--- src/hdl/tcpr_pkg.sv ---
// Shared types, codes and constants for the trigger command packet receiver.
// Holds the CRC-16 byte update function and the result bit layout.
// Depends on nothing.
package tcpr_pkg;

  localparam logic [1:0] CMD_BYTE  = 2'd0;
  localparam logic [1:0] CMD_TICK  = 2'd1;
  localparam logic [1:0] CMD_PULSE = 2'd2;

  localparam logic [1:0] KIND_NONE  = 2'd0;
  localparam logic [1:0] KIND_PULSE = 2'd1;
  localparam logic [1:0] KIND_FRAME = 2'd2;

  localparam logic [7:0] OP_SET_DELAY = 8'h01;
  localparam logic [7:0] OP_SET_TOTAL = 8'h02;
  localparam logic [7:0] OP_INIT      = 8'h03;
  localparam logic [7:0] OP_START     = 8'h04;

  localparam logic REG_IDX_HEADER  = 1'b0;
  localparam logic REG_IDX_TIMEOUT = 1'b1;

  localparam logic [7:0]  HEADER_RST  = 8'h02;
  localparam logic [15:0] TIMEOUT_RST = 16'd100;
  localparam logic [31:0] DELAY_RST   = 32'd10000;
  localparam logic [31:0] TOTAL_RST   = 32'd10;
  localparam logic [31:0] PULSES_RST  = 32'd1;
  localparam logic [15:0] CRC_POLY    = 16'h8005;
  localparam logic [15:0] IDLE_MAX    = 16'hFFFF;

  // Parameter byte counters are compared after extension to this width.
  localparam int CNT_EXT_W = 3;

  // Result payload layout, lowest bit first.
  localparam int OD_CRC_MATCH = 0;
  localparam int OD_INSTR_LO  = 1;
  localparam int OD_PARAM_LO  = 9;
  localparam int OD_START_P   = 41;
  localparam int OD_START_S   = 42;
  localparam int OD_DLY_LOAD  = 43;
  localparam int OD_DELAY_LO  = 44;
  localparam int OD_STOP_P    = 76;
  localparam int OD_COUNT_LO  = 77;
  localparam int OD_TOTAL_LO  = 109;
  localparam int OUT_DATA_W   = 144;

  typedef struct packed {
    logic [1:0]  kind;
    logic        crc_match;
    logic [7:0]  instruction;
    logic [31:0] parameter_res;
  } tcpr_rec_t;

  function automatic logic [15:0] crc16_update(input logic [15:0] crc_in,
                                               input logic [7:0] b);
    logic [15:0] c;
    c = crc_in ^ {b, 8'h00};
    for (int k = 0; k < 8; k++) begin
      if (c[15]) begin
        c = {c[14:0], 1'b0} ^ CRC_POLY;
      end else begin
        c = {c[14:0], 1'b0};
      end
    end
    return c;
  endfunction

endpackage

--- src/hdl/tcpr_front.sv ---
// Front part: idle timer, packet deframing and CRC check.
// Turns each accepted event into one record for the queue. Uses tcpr_pkg.
module tcpr_front import tcpr_pkg::*; #(
  parameter int PARAM_BYTES = 4
) (
  input  logic       clk,
  input  logic       rst_n,
  input  logic       accept,
  input  logic [1:0] command,
  input  logic [7:0] data_byte,
  input  logic [7:0] header_byte,
  input  logic [15:0] idle_timeout,
  output tcpr_rec_t  rec
);

  localparam int PCW = (PARAM_BYTES > 1) ? $clog2(PARAM_BYTES) : 1;
  localparam logic [PCW-1:0] PCNT_LAST = PCW'(PARAM_BYTES - 1);

  localparam logic [2:0] PH_HEADER = 3'd0;
  localparam logic [2:0] PH_LENGTH = 3'd1;
  localparam logic [2:0] PH_INST   = 3'd2;
  localparam logic [2:0] PH_PARAM  = 3'd3;
  localparam logic [2:0] PH_CRC_L  = 3'd4;
  localparam logic [2:0] PH_CRC_H  = 3'd5;

  logic [2:0]     phase_r, phase_nxt, phase_eff;
  logic [PCW-1:0] pcnt_r, pcnt_nxt, pcnt_eff;
  logic [15:0]    crc_r, crc_nxt;
  logic [7:0]     instr_r, instr_nxt;
  logic [31:0]    param_r, param_nxt;
  logic [7:0]     crc_lo_r, crc_lo_nxt;
  logic [15:0]    idle_r, idle_nxt;
  logic [CNT_EXT_W-1:0] pcnt_ext;
  logic [15:0]    crc_got;

  always_comb begin
    phase_nxt  = phase_r;
    pcnt_nxt   = pcnt_r;
    crc_nxt    = crc_r;
    instr_nxt  = instr_r;
    param_nxt  = param_r;
    crc_lo_nxt = crc_lo_r;
    idle_nxt   = idle_r;
    rec        = '0;
    rec.kind   = KIND_NONE;
    phase_eff  = (idle_r > idle_timeout) ? PH_HEADER : phase_r;
    pcnt_eff   = (idle_r > idle_timeout) ? '0 : pcnt_r;
    pcnt_ext   = CNT_EXT_W'(pcnt_eff);
    crc_got    = {data_byte, crc_lo_r};
    case (command)
      CMD_TICK: begin
        if (idle_r != IDLE_MAX) begin
          idle_nxt = idle_r + 16'd1;
        end
      end
      CMD_PULSE: begin
        rec.kind = KIND_PULSE;
      end
      CMD_BYTE: begin
        idle_nxt  = '0;
        phase_nxt = phase_eff;
        pcnt_nxt  = pcnt_eff;
        case (phase_eff)
          PH_LENGTH: begin
            crc_nxt   = crc16_update(crc_r, data_byte);
            phase_nxt = PH_INST;
          end
          PH_INST: begin
            instr_nxt = data_byte;
            crc_nxt   = crc16_update(crc_r, data_byte);
            phase_nxt = PH_PARAM;
          end
          PH_PARAM: begin
            for (int i = 0; i < 4; i++) begin
              if (pcnt_ext == CNT_EXT_W'(i)) begin
                param_nxt[8*i +: 8] = param_r[8*i +: 8] | data_byte;
              end
            end
            crc_nxt = crc16_update(crc_r, data_byte);
            if (pcnt_eff == PCNT_LAST) begin
              pcnt_nxt  = '0;
              phase_nxt = PH_CRC_L;
            end else begin
              pcnt_nxt = pcnt_eff + PCW'(1);
            end
          end
          PH_CRC_L: begin
            crc_lo_nxt = data_byte;
            phase_nxt  = PH_CRC_H;
          end
          PH_CRC_H: begin
            rec.kind  = KIND_FRAME;
            phase_nxt = PH_HEADER;
            pcnt_nxt  = '0;
            if (crc_got == crc_r) begin
              rec.crc_match     = 1'b1;
              rec.instruction   = instr_r;
              rec.parameter_res = param_r;
            end
          end
          default: begin
            phase_nxt = PH_HEADER;
            pcnt_nxt  = '0;
            if (data_byte == header_byte) begin
              crc_nxt   = crc16_update(16'h0000, data_byte);
              instr_nxt = '0;
              param_nxt = '0;
              phase_nxt = PH_LENGTH;
            end
          end
        endcase
      end
      default: begin
        rec.kind = KIND_NONE;
      end
    endcase
  end

  always_ff @(posedge clk) begin
    if (!rst_n) begin
      phase_r  <= PH_HEADER;
      pcnt_r   <= '0;
      crc_r    <= '0;
      instr_r  <= '0;
      param_r  <= '0;
      crc_lo_r <= '0;
      idle_r   <= '0;
    end else if (accept) begin
      phase_r  <= phase_nxt;
      pcnt_r   <= pcnt_nxt;
      crc_r    <= crc_nxt;
      instr_r  <= instr_nxt;
      param_r  <= param_nxt;
      crc_lo_r <= crc_lo_nxt;
      idle_r   <= idle_nxt;
    end
  end

endmodule

--- src/hdl/tcpr_queue.sv ---
// Short record queue between the front and back parts.
// Register file with head and tail pointers and a fill count. Uses tcpr_pkg.
module tcpr_queue import tcpr_pkg::*; #(
  parameter int DEPTH = 4
) (
  input  logic      clk,
  input  logic      rst_n,
  input  logic      push,
  input  tcpr_rec_t push_rec,
  output logic      full,
  input  logic      pop,
  output logic      not_empty,
  output tcpr_rec_t head_rec
);

  localparam int AW = $clog2(DEPTH);
  localparam int CW = $clog2(DEPTH + 1);
  localparam logic [AW-1:0] PTR_LAST = AW'(DEPTH - 1);
  localparam logic [CW-1:0] CNT_FULL = CW'(DEPTH);

  tcpr_rec_t       entry_r [DEPTH];
  logic [AW-1:0]   wr_ptr_r, wr_ptr_nxt, rd_ptr_r, rd_ptr_nxt;
  logic [CW-1:0]   count_r, count_nxt;

  assign full      = (count_r == CNT_FULL);
  assign not_empty = (count_r != '0);
  assign head_rec  = entry_r[rd_ptr_r];

  always_comb begin
    wr_ptr_nxt = wr_ptr_r;
    rd_ptr_nxt = rd_ptr_r;
    count_nxt  = count_r;
    if (push) begin
      wr_ptr_nxt = (wr_ptr_r == PTR_LAST) ? '0 : wr_ptr_r + AW'(1);
    end
    if (pop) begin
      rd_ptr_nxt = (rd_ptr_r == PTR_LAST) ? '0 : rd_ptr_r + AW'(1);
    end
    if (push && !pop) begin
      count_nxt = count_r + CW'(1);
    end else if (pop && !push) begin
      count_nxt = count_r - CW'(1);
    end
  end

  always_ff @(posedge clk) begin
    if (push) begin
      entry_r[wr_ptr_r] <= push_rec;
    end
  end

  always_ff @(posedge clk) begin
    if (!rst_n) begin
      wr_ptr_r <= '0;
      rd_ptr_r <= '0;
      count_r  <= '0;
    end else begin
      wr_ptr_r <= wr_ptr_nxt;
      rd_ptr_r <= rd_ptr_nxt;
      count_r  <= count_nxt;
    end
  end

endmodule

--- src/hdl/tcpr_back.sv ---
// Back part: runs decoded packets and pulse events on the trigger state.
// Owns the delay, total and pulse counter and the result register. Uses tcpr_pkg.
module tcpr_back import tcpr_pkg::*; (
  input  logic                  clk,
  input  logic                  rst_n,
  input  logic                  rec_valid,
  input  tcpr_rec_t             rec,
  output logic                  rec_take,
  output logic                  out_valid,
  input  logic                  out_ready,
  output logic [OUT_DATA_W-1:0] out_data,
  output logic                  out_last
);

  logic [31:0] delay_r, delay_nxt;
  logic [31:0] total_r, total_nxt;
  logic [31:0] pulses_r, pulses_nxt;
  logic [31:0] pulse_inc;
  logic        valid_r;
  logic        last_r, last_nxt;
  logic [OUT_DATA_W-1:0] data_r, data_nxt;
  logic        start_p, start_s, dly_load, stop_p;

  assign rec_take  = rec_valid && (!valid_r || out_ready);
  assign pulse_inc = pulses_r + 32'd1;

  always_comb begin
    delay_nxt  = delay_r;
    total_nxt  = total_r;
    pulses_nxt = pulses_r;
    start_p    = 1'b0;
    start_s    = 1'b0;
    dly_load   = 1'b0;
    stop_p     = 1'b0;
    last_nxt   = 1'b0;
    case (rec.kind)
      KIND_PULSE: begin
        if (pulse_inc == total_r) begin
          stop_p     = 1'b1;
          pulses_nxt = '0;
        end else begin
          pulses_nxt = pulse_inc;
        end
      end
      KIND_FRAME: begin
        last_nxt = 1'b1;
        if (rec.crc_match) begin
          case (rec.instruction)
            OP_SET_DELAY: begin
              delay_nxt = rec.parameter_res;
            end
            OP_SET_TOTAL: begin
              total_nxt = rec.parameter_res;
            end
            OP_INIT: begin
              pulses_nxt = '0;
              total_nxt  = 32'd1;
              start_p    = 1'b1;
            end
            OP_START: begin
              pulses_nxt = '0;
              start_p    = 1'b1;
              start_s    = 1'b1;
              dly_load   = 1'b1;
            end
            default: begin
              start_p = 1'b0;
            end
          endcase
        end
      end
      default: begin
        last_nxt = 1'b0;
      end
    endcase
    data_nxt = '0;
    data_nxt[OD_CRC_MATCH]         = rec.crc_match;
    data_nxt[OD_INSTR_LO +: 8]     = rec.instruction;
    data_nxt[OD_PARAM_LO +: 32]    = rec.parameter_res;
    data_nxt[OD_START_P]           = start_p;
    data_nxt[OD_START_S]           = start_s;
    data_nxt[OD_DLY_LOAD]          = dly_load;
    data_nxt[OD_DELAY_LO +: 32]    = delay_nxt;
    data_nxt[OD_STOP_P]            = stop_p;
    data_nxt[OD_COUNT_LO +: 32]    = pulses_nxt;
    data_nxt[OD_TOTAL_LO +: 32]    = total_nxt;
  end

  always_ff @(posedge clk) begin
    if (!rst_n) begin
      delay_r  <= DELAY_RST;
      total_r  <= TOTAL_RST;
      pulses_r <= PULSES_RST;
      valid_r  <= 1'b0;
    end else begin
      if (rec_take) begin
        delay_r  <= delay_nxt;
        total_r  <= total_nxt;
        pulses_r <= pulses_nxt;
        valid_r  <= 1'b1;
      end else if (out_ready) begin
        valid_r <= 1'b0;
      end
    end
  end

  always_ff @(posedge clk) begin
    if (rec_take) begin
      data_r <= data_nxt;
      last_r <= last_nxt;
    end
  end

  assign out_valid = valid_r;
  assign out_data  = data_r;
  assign out_last  = last_r;

endmodule

--- src/hdl/trigger_command_packet_receiver.sv ---
// Top level of the trigger command packet receiver.
// Holds the configuration registers and joins front, queue and back. Uses tcpr_pkg.
//
//   channel  direction  contents
//   in_      slave      one event: tuser = command, tdata = received byte
//   out_     master     one result per event, tlast = end of frame
//   cfg_     APB        header byte at 0x0, idle timeout at 0x4
//
// One event is taken every cycle unless the queue is full; results are registered.
// The CRC update of a byte is done within the front cycle, so nothing iterates.
// Reset is synchronous and immediate; no clearing pass follows it.
// The queue absorbs up to QUEUE_DEPTH events while the result side stalls.
module trigger_command_packet_receiver import tcpr_pkg::*; #(
  parameter int PARAM_BYTES = 4,
  parameter int QUEUE_DEPTH = 4
) (
  input  logic                  clk,
  input  logic                  rst_n,
  input  logic                  in_tvalid,
  output logic                  in_tready,
  input  logic [7:0]            in_tdata,   // data_byte
  input  logic [1:0]            in_tuser,   // command
  output logic                  out_tvalid,
  input  logic                  out_tready,
  // crc_match, instruction, parameter_res, start_primary, start_secondary,
  // delay_load, delay_value, stop_primary, pulse_count, pulse_total, zero pad
  output logic [OUT_DATA_W-1:0] out_tdata,
  output logic                  out_tlast,  // frame_end
  input  logic                  cfg_psel,
  input  logic                  cfg_penable,
  input  logic                  cfg_pwrite,
  input  logic [2:0]            cfg_paddr,
  input  logic [31:0]           cfg_pwdata,
  output logic [31:0]           cfg_prdata,
  output logic                  cfg_pready
);

  logic [7:0]  header_r;
  logic [15:0] timeout_r;
  logic        cfg_wr;
  logic        in_accept;
  logic        q_full, q_not_empty, q_pop;
  tcpr_rec_t   front_rec, head_rec;

  assign cfg_pready = 1'b1;
  assign cfg_wr     = cfg_psel && cfg_penable && cfg_pwrite && cfg_pready;
  assign cfg_prdata = (cfg_paddr[2] == REG_IDX_TIMEOUT) ? {16'h0000, timeout_r}
                                                        : {24'h000000, header_r};

  always_ff @(posedge clk) begin
    if (!rst_n) begin
      header_r  <= HEADER_RST;
      timeout_r <= TIMEOUT_RST;
    end else if (cfg_wr) begin
      if (cfg_paddr[2] == REG_IDX_HEADER) begin
        header_r <= cfg_pwdata[7:0];
      end else begin
        timeout_r <= cfg_pwdata[15:0];
      end
    end
  end

  assign in_tready = !q_full;
  assign in_accept = in_tvalid && !q_full;

  tcpr_front #(.PARAM_BYTES(PARAM_BYTES)) u_front (
    .clk          (clk),
    .rst_n        (rst_n),
    .accept       (in_accept),
    .command      (in_tuser),
    .data_byte    (in_tdata),
    .header_byte  (header_r),
    .idle_timeout (timeout_r),
    .rec          (front_rec)
  );

  tcpr_queue #(.DEPTH(QUEUE_DEPTH)) u_queue (
    .clk       (clk),
    .rst_n     (rst_n),
    .push      (in_accept),
    .push_rec  (front_rec),
    .full      (q_full),
    .pop       (q_pop),
    .not_empty (q_not_empty),
    .head_rec  (head_rec)
  );

  tcpr_back u_back (
    .clk       (clk),
    .rst_n     (rst_n),
    .rec_valid (q_not_empty),
    .rec       (head_rec),
    .rec_take  (q_pop),
    .out_valid (out_tvalid),
    .out_ready (out_tready),
    .out_data  (out_tdata),
    .out_last  (out_tlast)
  );

endmodule

--- config.mk ---
export PLATFORM = sky130hd
export DESIGN_NAME = trigger_command_packet_receiver
export DESIGN_NICKNAME = d
export VERILOG_FILES = /design/src/hdl/tcpr_pkg.sv /design/src/hdl/tcpr_front.sv /design/src/hdl/tcpr_queue.sv /design/src/hdl/tcpr_back.sv /design/src/hdl/trigger_command_packet_receiver.sv
export SDC_FILE = /design/constraint.sdc
export NUM_CORES = 1
export LEC_CHECK = 0
export ABC_AREA = 1
export BUFFER_PORTS_ARGS = -buffer_cell sky130_fd_sc_hd__buf_2
export CORE_ASPECT_RATIO = 1.5
export CORE_MARGIN = 1
export CORE_UTILIZATION = 55
export DETAILED_ROUTE_END_ITERATION = 10
export PLACE_DENSITY = 0.75
export REMOVE_ABC_BUFFERS = 1
export SETUP_SLACK_MARGIN = 0.1
export SKIP_LAST_GASP = 1
export SYNTH_ARGS = -nofsm -noshare
export SYNTH_HDL_FRONTEND = slang
export SYNTH_SLANG_ARGS = --single-unit
--- constraint.sdc ---
create_clock -name clk -period 7.74 [get_ports clk]
set_input_delay 1.548 -clock clk [delete_from_list [all_inputs] [get_ports clk]]
set_output_delay 1.548 -clock clk [all_outputs]
set_load 0.01 [all_outputs]
* Yosys cells after proc, flatten, opt, wreduce, memory -nomap -nowiden
Memory sizes are Yosys's and may differ from the RTL's. A register that Yosys moved wholly into a read port is not among the register bits. Cells that the tools add are included. Widths: inputs -> output; s select.
Cells by class: bitwise operators 39, order comparisons 1, eq/ne operators 28, reductions and logical operators 38, add/subtract/negate cells 7, mux-type cells 143
Operators with widths (number):
- $mux 16 | 96
- $mux 32 | 9
- $pmux 32 s2 | 3
- $not 3->3 | 30
- $mux 41 | 2
- $pmux 16 s4 | 1
- $mux 43 | 1
- $mux 8 | 5
- $add 32x1->32 const B | 1
- $eq 32x32->1 | 1
- $or 8x8->8 | 4
- $pmux 16 s2 | 1
- $reduce_and 5->1 | 4
- $add 16x1->16 const B | 1
- $eq 16x16->1 | 1
- $eq 8x2->1 const B | 2
- $gt 16x16->1 | 1
- $ne 16x16->1 const B | 1
- $pmux 8 s2 | 1
- $xor 16x16->16 | 1
- $pmux 3 s5 | 1
- $eq 2x2->1 const B | 6
- $mux 2 | 6
- $mux 3 | 4
- 28 further kinds | 73
Storage, ports and cells: output and inout bits 180, word-level logic and storage cells 280, flip-flop bits (word level) 355, RAM bits 172, memories kept 1, input bits 52
Memory list:
- u_queue.entry_r | words 4, width 43, rd ports 1, clocked after memory_dff 1, write ports 1, line tcpr_queue.sv:21 | tcpr_rec_t entry_r [DEPTH];

* Logic depth before layout (Yosys ltp)
Gate-level depths: netlist of the first run.
word-level depth 40, depth in mapped cells 20, depth with buffers taken out 19

* Cells and area by module
A second synthesis of the first run with hierarchy kept.
Second synthesis, totals: cells, all modules 2827, area total of the unflattened synthesis 24566.1 um^2
By module, submodules not included:
- tcpr_back | area an instance 11355.9 um^2, instances 1, cells each 1416, seq. area each 6175.9 um^2
- tcpr_queue | area an instance 6815.3 um^2, instances 1, cells each 475, seq. area each 5345.1 um^2
- tcpr_front | area an instance 5007.3 um^2, instances 1, cells each 724, seq. area each 1701.6 um^2
- trigger_command_packet_receiver | area an instance 1387.6 um^2, instances 1, cells each 212, seq. area each 480.5 um^2

* Worst setup path before layout of the first run
Ideal clock, no wire load.
path kind input to register, start in out_tready, end reg u_back.data_r[0] (netlist: u_back.out_data[0]) (enable), path buffers 2, data required time 7.180 ns, path slack 1.084 ns, stages on the path 4, arrival time 6.096 ns, path through nor2_1 a31oi_1 clkbuf_1 clkbuf_1
On the way: longest elaborated chain between the ends 2
Ends and longest elaborated chain:
- from (decl) | line trigger_command_packet_receiver.sv:24 | input logic out_tready,
- $logic_or 1x1->1 | line tcpr_back.sv:24 | assign rec_take = rec_valid && (!valid_r || out_ready);
- $logic_and 1x1->1 | line tcpr_back.sv:24
- via q_pop | line trigger_command_packet_receiver.sv:42 | logic q_full, q_not_empty, q_pop;
- to (signal assigned) | line tcpr_back.sv:109 | data_r <= data_nxt;
- to (decl) | line tcpr_back.sv:21 | logic [OUT_DATA_W-1:0] data_r, data_nxt;
The timed path passes the listed nets, and every way through them passes these cells. A chain may end at the register's enable or synchronous reset.

==> results of run 1 <==
[cells in the mapped netlist (4+ instances only)]
| cell type | number | share of area, % |
|---|---|---|
| clkbuf_1 | 91 | 1.4 |
| buf_4 | 24 | 0.73 |
| dfxtp_1 | 215 | 18 |
| a211oi_1 | 4 | 0.12 |
| buf_1 | 15 | 0.23 |
| buf_2 | 25 | 0.51 |
| o21ai_0 | 203 | 4.1 |
| inv_1 | 417 | 6.4 |
| nand3b_1 | 5 | 0.15 |
| nor2_2 | 4 | 0.10 |
| nor4_1 | 4 | 0.10 |
| xnor2_1 | 23 | 0.82 |
| nor2_4 | 6 | 0.28 |
| nand4_1 | 21 | 0.54 |
| xor2_1 | 18 | 0.64 |
| nor3_1 | 14 | 0.29 |
| nand2_1 | 641 | 9.8 |
| clkbuf_2 | 5 | 0.10 |
| o21ai_1 | 8 | 0.16 |
| ha_1 | 31 | 1.6 |
| a31oi_1 | 5 | 0.13 |
| o32ai_1 | 24 | 0.86 |
| a21oi_1 | 287 | 5.8 |
| o211ai_1 | 30 | 0.92 |
| nand3_2 | 4 | 0.16 |
| nor2_1 | 249 | 3.8 |
| nand3_1 | 96 | 2.0 |
| inv_2 | 6 | 0.092 |
| edfxtp_1 | 313 | 38 |
| a32oi_1 | 36 | 1.3 |
[critical path, stage by stage (launching register included)]
cell     delay (ps)
dfxtp_1         440
inv_2           490
buf_4           540
a21oi_1          80
a32oi_1         310
ha_2            240
buf_4           590
inv_1           230
nor2_4          880
o32ai_1         350
o21ai_1         230
inv_1            50
[how the worst max path moves through the flow]
stage | slack (ps) | endpoint | from | cells after the start
floorplan | -14520 | u_queue.count_r[1]$_SDFFE_PN0P_ | out_tready | 8
global placement | 3260 | u_front.param_r[28]$_SDFFE_PN0P_ | in_tvalid | 11
detailed placement | 3160 | u_front.param_r[27]$_SDFFE_PN0P_ | in_tvalid | 11
CTS | 3110 | u_back.out_data[67]$_DFFE_PP_ | flip-flop | 12
global route | 2710 | u_back.out_data[67]$_DFFE_PP_ | flip-flop | 12
finish | 3090 | u_back.total_r[27]$_SDFFE_PN0P_ | flip-flop | 11
[sequential cells by signal, summed over array words and instances (netlist names), named ones only]
register / count
u_queue.entry_r: 172
u_back.out_data: 140
u_back.delay_r: 32
u_back.pulses_r: 32
u_back.total_r: 32
u_front.param_r: 32
timeout_r: 16
u_front.crc_r: 16
u_front.idle_r: 16
header_r: 8
u_front.crc_lo_r: 8
u_front.instr_r: 8
u_front.phase_r: 3
u_queue.count_r: 3
u_front.pcnt_r: 2
u_queue.rd_ptr_r: 2
u_queue.wr_ptr_r: 2
u_back.out_last: 1
u_back.out_valid: 1
[metrics by stage]
step           total power, µW  area (µm²)  utilization, %  TNS (ps)  instances
2_1_floorplan             6800       23900               -  -1807050       2710
3_3_place_gp              8350       25800            58.6         0       3503
3_5_place_dp              8500       25800            58.6         0       3503
4_1_cts                  11000       27500            62.4         0       3595
5_1_grt                  11600       27500            62.4         0       3595
6_report                 11000       27500            62.4         0       3595
[power by group]
part | switching, µW | internal, µW | total, µW | leakage [µW]
Combinational | 2920 | 1210 | 4130 | 0.00629
Sequential | 380 | 4000 | 4380 | 0.00472
Clock | 1090 | 1390 | 2480 | 0.000797
Total | 4390 | 6600 | 11000 | 0.0118
[per-layer routing]
metal,vias up,GRT usage [%]
li1,9605,-
met1,9300,30.4
met2,673,52.9
met3,173,3.55
met4,0,14.8
met5,-,0
[cell type report]
class / instances / area [µm²]
Tap cell: 576 / 721
Fill cell: 3733 / 16500
Clock buffer: 65 / 1360
Inverter: 424 / 1590
Timing Repair Buffer: 217 / 1160
Sequential cell: 528 / 13700
Multi-Input combinational cell: 1758 / 8610
Clock inverter: 27 / 317
[cell families (layout without fill, tap and decap cells)]
family	count (synthesis)	after routing
and+or+nand+nor	1056	1056
AOI/OAI and AO/OA	608	608
buffers and inverters	587	733
DFF	528	528
xor gates and xnor gates	42	42
adders and majority gates	32	32
other	2	20
==> metrics, run 1 <==
Worst Tran Pin Value=1140 ps; Post-synth EDFFs=approximately 310; Clock Root Buffer=clkbuf_16; P_leak=0.0118 µW; GRT Residual Overflow=0; Reg2Reg Depth=11; Starting Density=between 50% and 60%; Clock Tree Buf Depth=3; routed vias=19751; io pins=232; Final Cycle Share=60.1%; status=complete, no violations; Sink Count=528; Clock Pin Slew Worst Setup and Hold Paths=roughly 70 ps; I/O Buffers=193; fin. max-slew vios=0; Hold Path Depth=2; most frequent cells in the layout=641 x nand2_1, 417 x inv_1, 313 x edfxtp_1; total CTS buffers=49; DR vias/cell=between 5 and 6; Final setup viols=0; largest family of logic cells by synthesized area=simple AND/OR/NAND/NOR gates; worst skew pair latency=590 ps; Pre-Repair DR Iteration Count=5; Hold Path Origin=u_front.instr_r[0]$_SDFFE_PN0P_; Synth Area in XOR/XNOR=between 1.5 and 2%; fin worst setup slack=3090 ps; number of DRC markers in iteration 0=1650; routed wire length=64500 µm; clk_skew=18.6 ps; CP arrival=a little over 5000 ps; gpl congestion=0.969; max-cap violations=0; maximum number of pins on one net before global-route repair=~240; DRC=0; chip width=~170 µm; Peak Freq=about 210 MHz; DR top layer=met4; CP startpoint kind=flip-flop; Post-DRT Antenna Nets=0; Min-Delay Endpoint=u_front.instr_r[0]$_SDFFE_PN0P_; nets@finish=slightly above 3000; Synth Flop Type=edfxtp_1; core footprint=approximately 44000 µm²; Max FO, Critical Path=60; mux contribution to synthesized area=0%; CTS tree=yes; HP Class=reg -> reg; final hold vios=0; post-CTS sizing=0; post-CTS setup buffers=0; HPWL after DPL=between 40000 and 50000 µm; Mapped Area=24600 µm²; Netlist cell types=48; Die Y=about 260 µm; Setup WS pre-CTS=3160 ps; compound-gate portion of the synthesized area=13.8%; FFs w/ async S/R, synth=0%; FF-to-FF setup slack=3090 ps; routed len/inst=about 18 µm; initial antenna violation count=0; syn avg cell area=8.60 µm²; reg-to-reg endpoint=u_back.total_r[27]$_SDFFE_PN0P_; # diodes=0; DIE AREA=45500 µm²; fraction of layout instances using a drive strength above 1=11.0%; All-Layer GR Usage=28.0%; H-tree Lvls=2; area grow syn2layout=11.8%; Syn Inst Count=2855; Worst Setup End Kind=flip-flop; WP data required=8210 ps; Hold Slack=~460 ps; min Tclk post-route=between 4000 and 5000 ps; first-pass GRT wire length=99900 µm; Routed met3 length=3340 µm; Peak supply drop=426 µV; row count=94; Seq/Total Area, Yosys=55.8%; Rel. slew slack=between 20 and 25%; Yosys warning count=0; CP Class=reg -> reg; RSZ-0062 raised after global routing=false; flops & latches, synth=between 500 and 600; cts hold-fix bufs=0; Synth Area in Adders=1.66%; commonest non-fill, non-tap cell in the layout=nand2_1; vias in the first global route=around 19000; Power Dens Cells=400 nW/µm²; Metal-1 WL=around 24000 µm; met2 WL=between 30000 and 40000 µm; Simple-Gate Fraction of Synth Area=17.5%
(Power assumes the default switching activity.)
==> run 2: changes to the inputs <==
clock period = 4.3 ns   (was 7.74 ns; I/O delays follow)
==> metrics, run 2 (synthesis results as in run 1) <==
Pre-Repair DR Iteration Count=5; I/O Buffers=193; setup TNS=0 ps; nets@finish=a little over 3000; total CTS buffers=48; area grow syn2layout=12.3%; HPWL after DPL=43600 µm; Worst Setup End Kind=flip-flop; max-cap violations=0; Net Sw Power=7690 µW; worst skew pair latency=580 ps; Final Cycle Share=about four fifths; Die Y=between 200 and 300 µm; FF-to-FF setup slack=780 ps; DIE AREA=45500 µm²; switching fraction of total power=39.2%; met1 GRT Util=29.7%; Crit path buffers/inverters=4; final hold vios=0; Flop pwr share=about two fifths; HP Class=reg -> reg; commonest non-fill, non-tap cell in the layout=nand2_1; gpl congestion=a little under 1; number of DRC markers in iteration 0=1474; clk_skew=17.9 ps; GRT Residual Overflow=0; Max FO, Critical Path=44; DR vias/cell=5.45; reg-to-reg endpoint=u_back.out_data[67]$_DFFE_PP_; Min-Delay Endpoint=u_front.param_r[26]$_SDFFE_PN0P_; io pins=about 230; met3 Usage GRT=2.80%; cts hold-fix bufs=0; fraction of layout instances using a drive strength above 1=between 10 and 15%; RSZ-0062 raised after global routing=false; CP startpoint kind=flip-flop; post-CTS setup buffers=0; Hold Path Depth=2; final std cells w/o fill=3609; routed wire length=63500 µm; CP Class=reg -> reg; post-CTS sizing=0; H-tree Lvls=2; row count=94; CP arrival=3830 ps; Rel. slew slack=38.7%; placed insts=3520; Starting Density=roughly 56%; DRC=0; Clock Root Buffer=clkbuf_16; core footprint=~44000 µm²; initial antenna violation count=0; Comb power frac=~37%; Power Dens Cells=711 nW/µm²; Peak supply drop=666 µV; family with the most delay on the worst path=buffers and inverters; worst-path cell chain=inv_2 -> nand2_1 -> a32oi_1 -> inv_1 -> ha_2 -> nand2_1 -> nor2_1 -> nand3_2 -> buf_12 -> o21ai_0 -> inv_1; maximum number of pins on one net before global-route repair=162; fin. max-slew vios=0; Slowest-stage cell, CP=dfxtp_2; Post-DRT Antenna Nets=0; # diodes=0; fin worst setup slack=780 ps; CTS tree=yes; Reg2Reg Depth=11; first-pass GRT wire length=99100 µm; Largest register FFs=roughly 170; routed len/inst=17.6 µm; Max stage delay on crit path=720 ps; Hold Path Origin=u_front.param_r[26]$_SDFFE_PN0P_; Clock Power Share=22.7%; status=complete, no violations; min Tclk post-route=~3500 ps; Clock Pin Slew Worst Setup and Hold Paths=60 ps; most flop-heavy register=u_queue.entry_r; WP data required=4610 ps; Final setup viols=0; most frequent cells in the layout=641 x nand2_1, 417 x inv_1, 313 x edfxtp_1; GR peak layer=met2; P_int=around 12000 µW; Util after Layout=62.7%; P_leak=0.0120 µW; Setup WS pre-CTS=713 ps; Sink Count=528; Clock Tree Buf Depth=3; chip width=between 150 and 200 µm; Peak Freq=284 MHz; vias in the first global route=19061; Worst Tran Pin Value=920 ps; All-Layer GR Usage=27.8%; routed vias=about 20000; GRT met2 Usage=a little over half
-- run 2: cell types whose count changed in the layout (fill, tap and decap cells not counted), moves of 2 or more --
cell        before  now
clkinvlp_4       6    4
clkinv_2         2    4
buf_4           24   40
clkbuf_8         7    4
clkinv_1         3    6
inv_8            0    2
clkbuf_16       49   51
clkinv_4         5    0
clkinv_8         3    1
-- run 2: final cells by class --
type	count	area, µm²
Fill cell	3703	16400
Sequential cell	528	13700
Multi-Input combinational cell	1758	8610
Inverter	424	1590
Clock buffer	65	1370
Timing Repair Buffer	234	1300
Tap cell	576	721
Clock inverter	24	284
-- run 2: worst max-delay path by stage --
stage / cells past startpoint / to / slack [ps] / startpoint
CTS: 11 / u_back.out_data[67]$_DFFE_PP_ / 780 / flip-flop
finish: 11 / u_back.out_data[67]$_DFFE_PP_ / 780 / flip-flop
global route: 11 / u_back.out_data[67]$_DFFE_PP_ / 490 / flip-flop
floorplan: 8 / u_queue.count_r[1]$_SDFFE_PN0P_ / -17730 / u_queue.count_r[1]$_SDFFE_PN0P_
detailed placement: 11 / u_queue.entry_r[0][28]$_DFFE_PP_ / 710 / in_tdata[7]
global placement: 11 / u_queue.entry_r[3][31]$_DFFE_PP_ / 820 / in_tdata[7]
-- run 2: metal layers --
layer	up-vias	share of wire [%]
met4	0	5.7
li1	9640	-
met5	-	0
met1	9144	36
met2	692	53
met3	200	4.9
-- run 2: power by group through the flow --
stage                     Combinational [µW]  Sequential, µW  Clock [µW]
after floorplan                         2660            7360           0
after global placement                  7020            7900           0
after detailed placement                7240            7950           0
after CTS                               7280            7850        4510
after global routing                    8130            7990        4680
final                                   7300            7860        4450
-- run 2: worst min-delay path: cells and delay by family, from the launching register on --
kind / cells / cell delay, ps
AO/OA/AOI/OAI: 1 / 60
buffers and inverters: 1 / 60
flip-flops: 1 / 300
-- run 2: stage by stage --
step / power [µW] / instance area, µm² / hold slack [ps]
finish: 19600 / 27600 / 458
global route: 20800 / 27600 / 478
CTS: 19700 / 27600 / 457
detailed placement: 15200 / 25900 / 447
global placement: 14900 / 25900 / 444
floorplan: 10000 / 23900 / 429
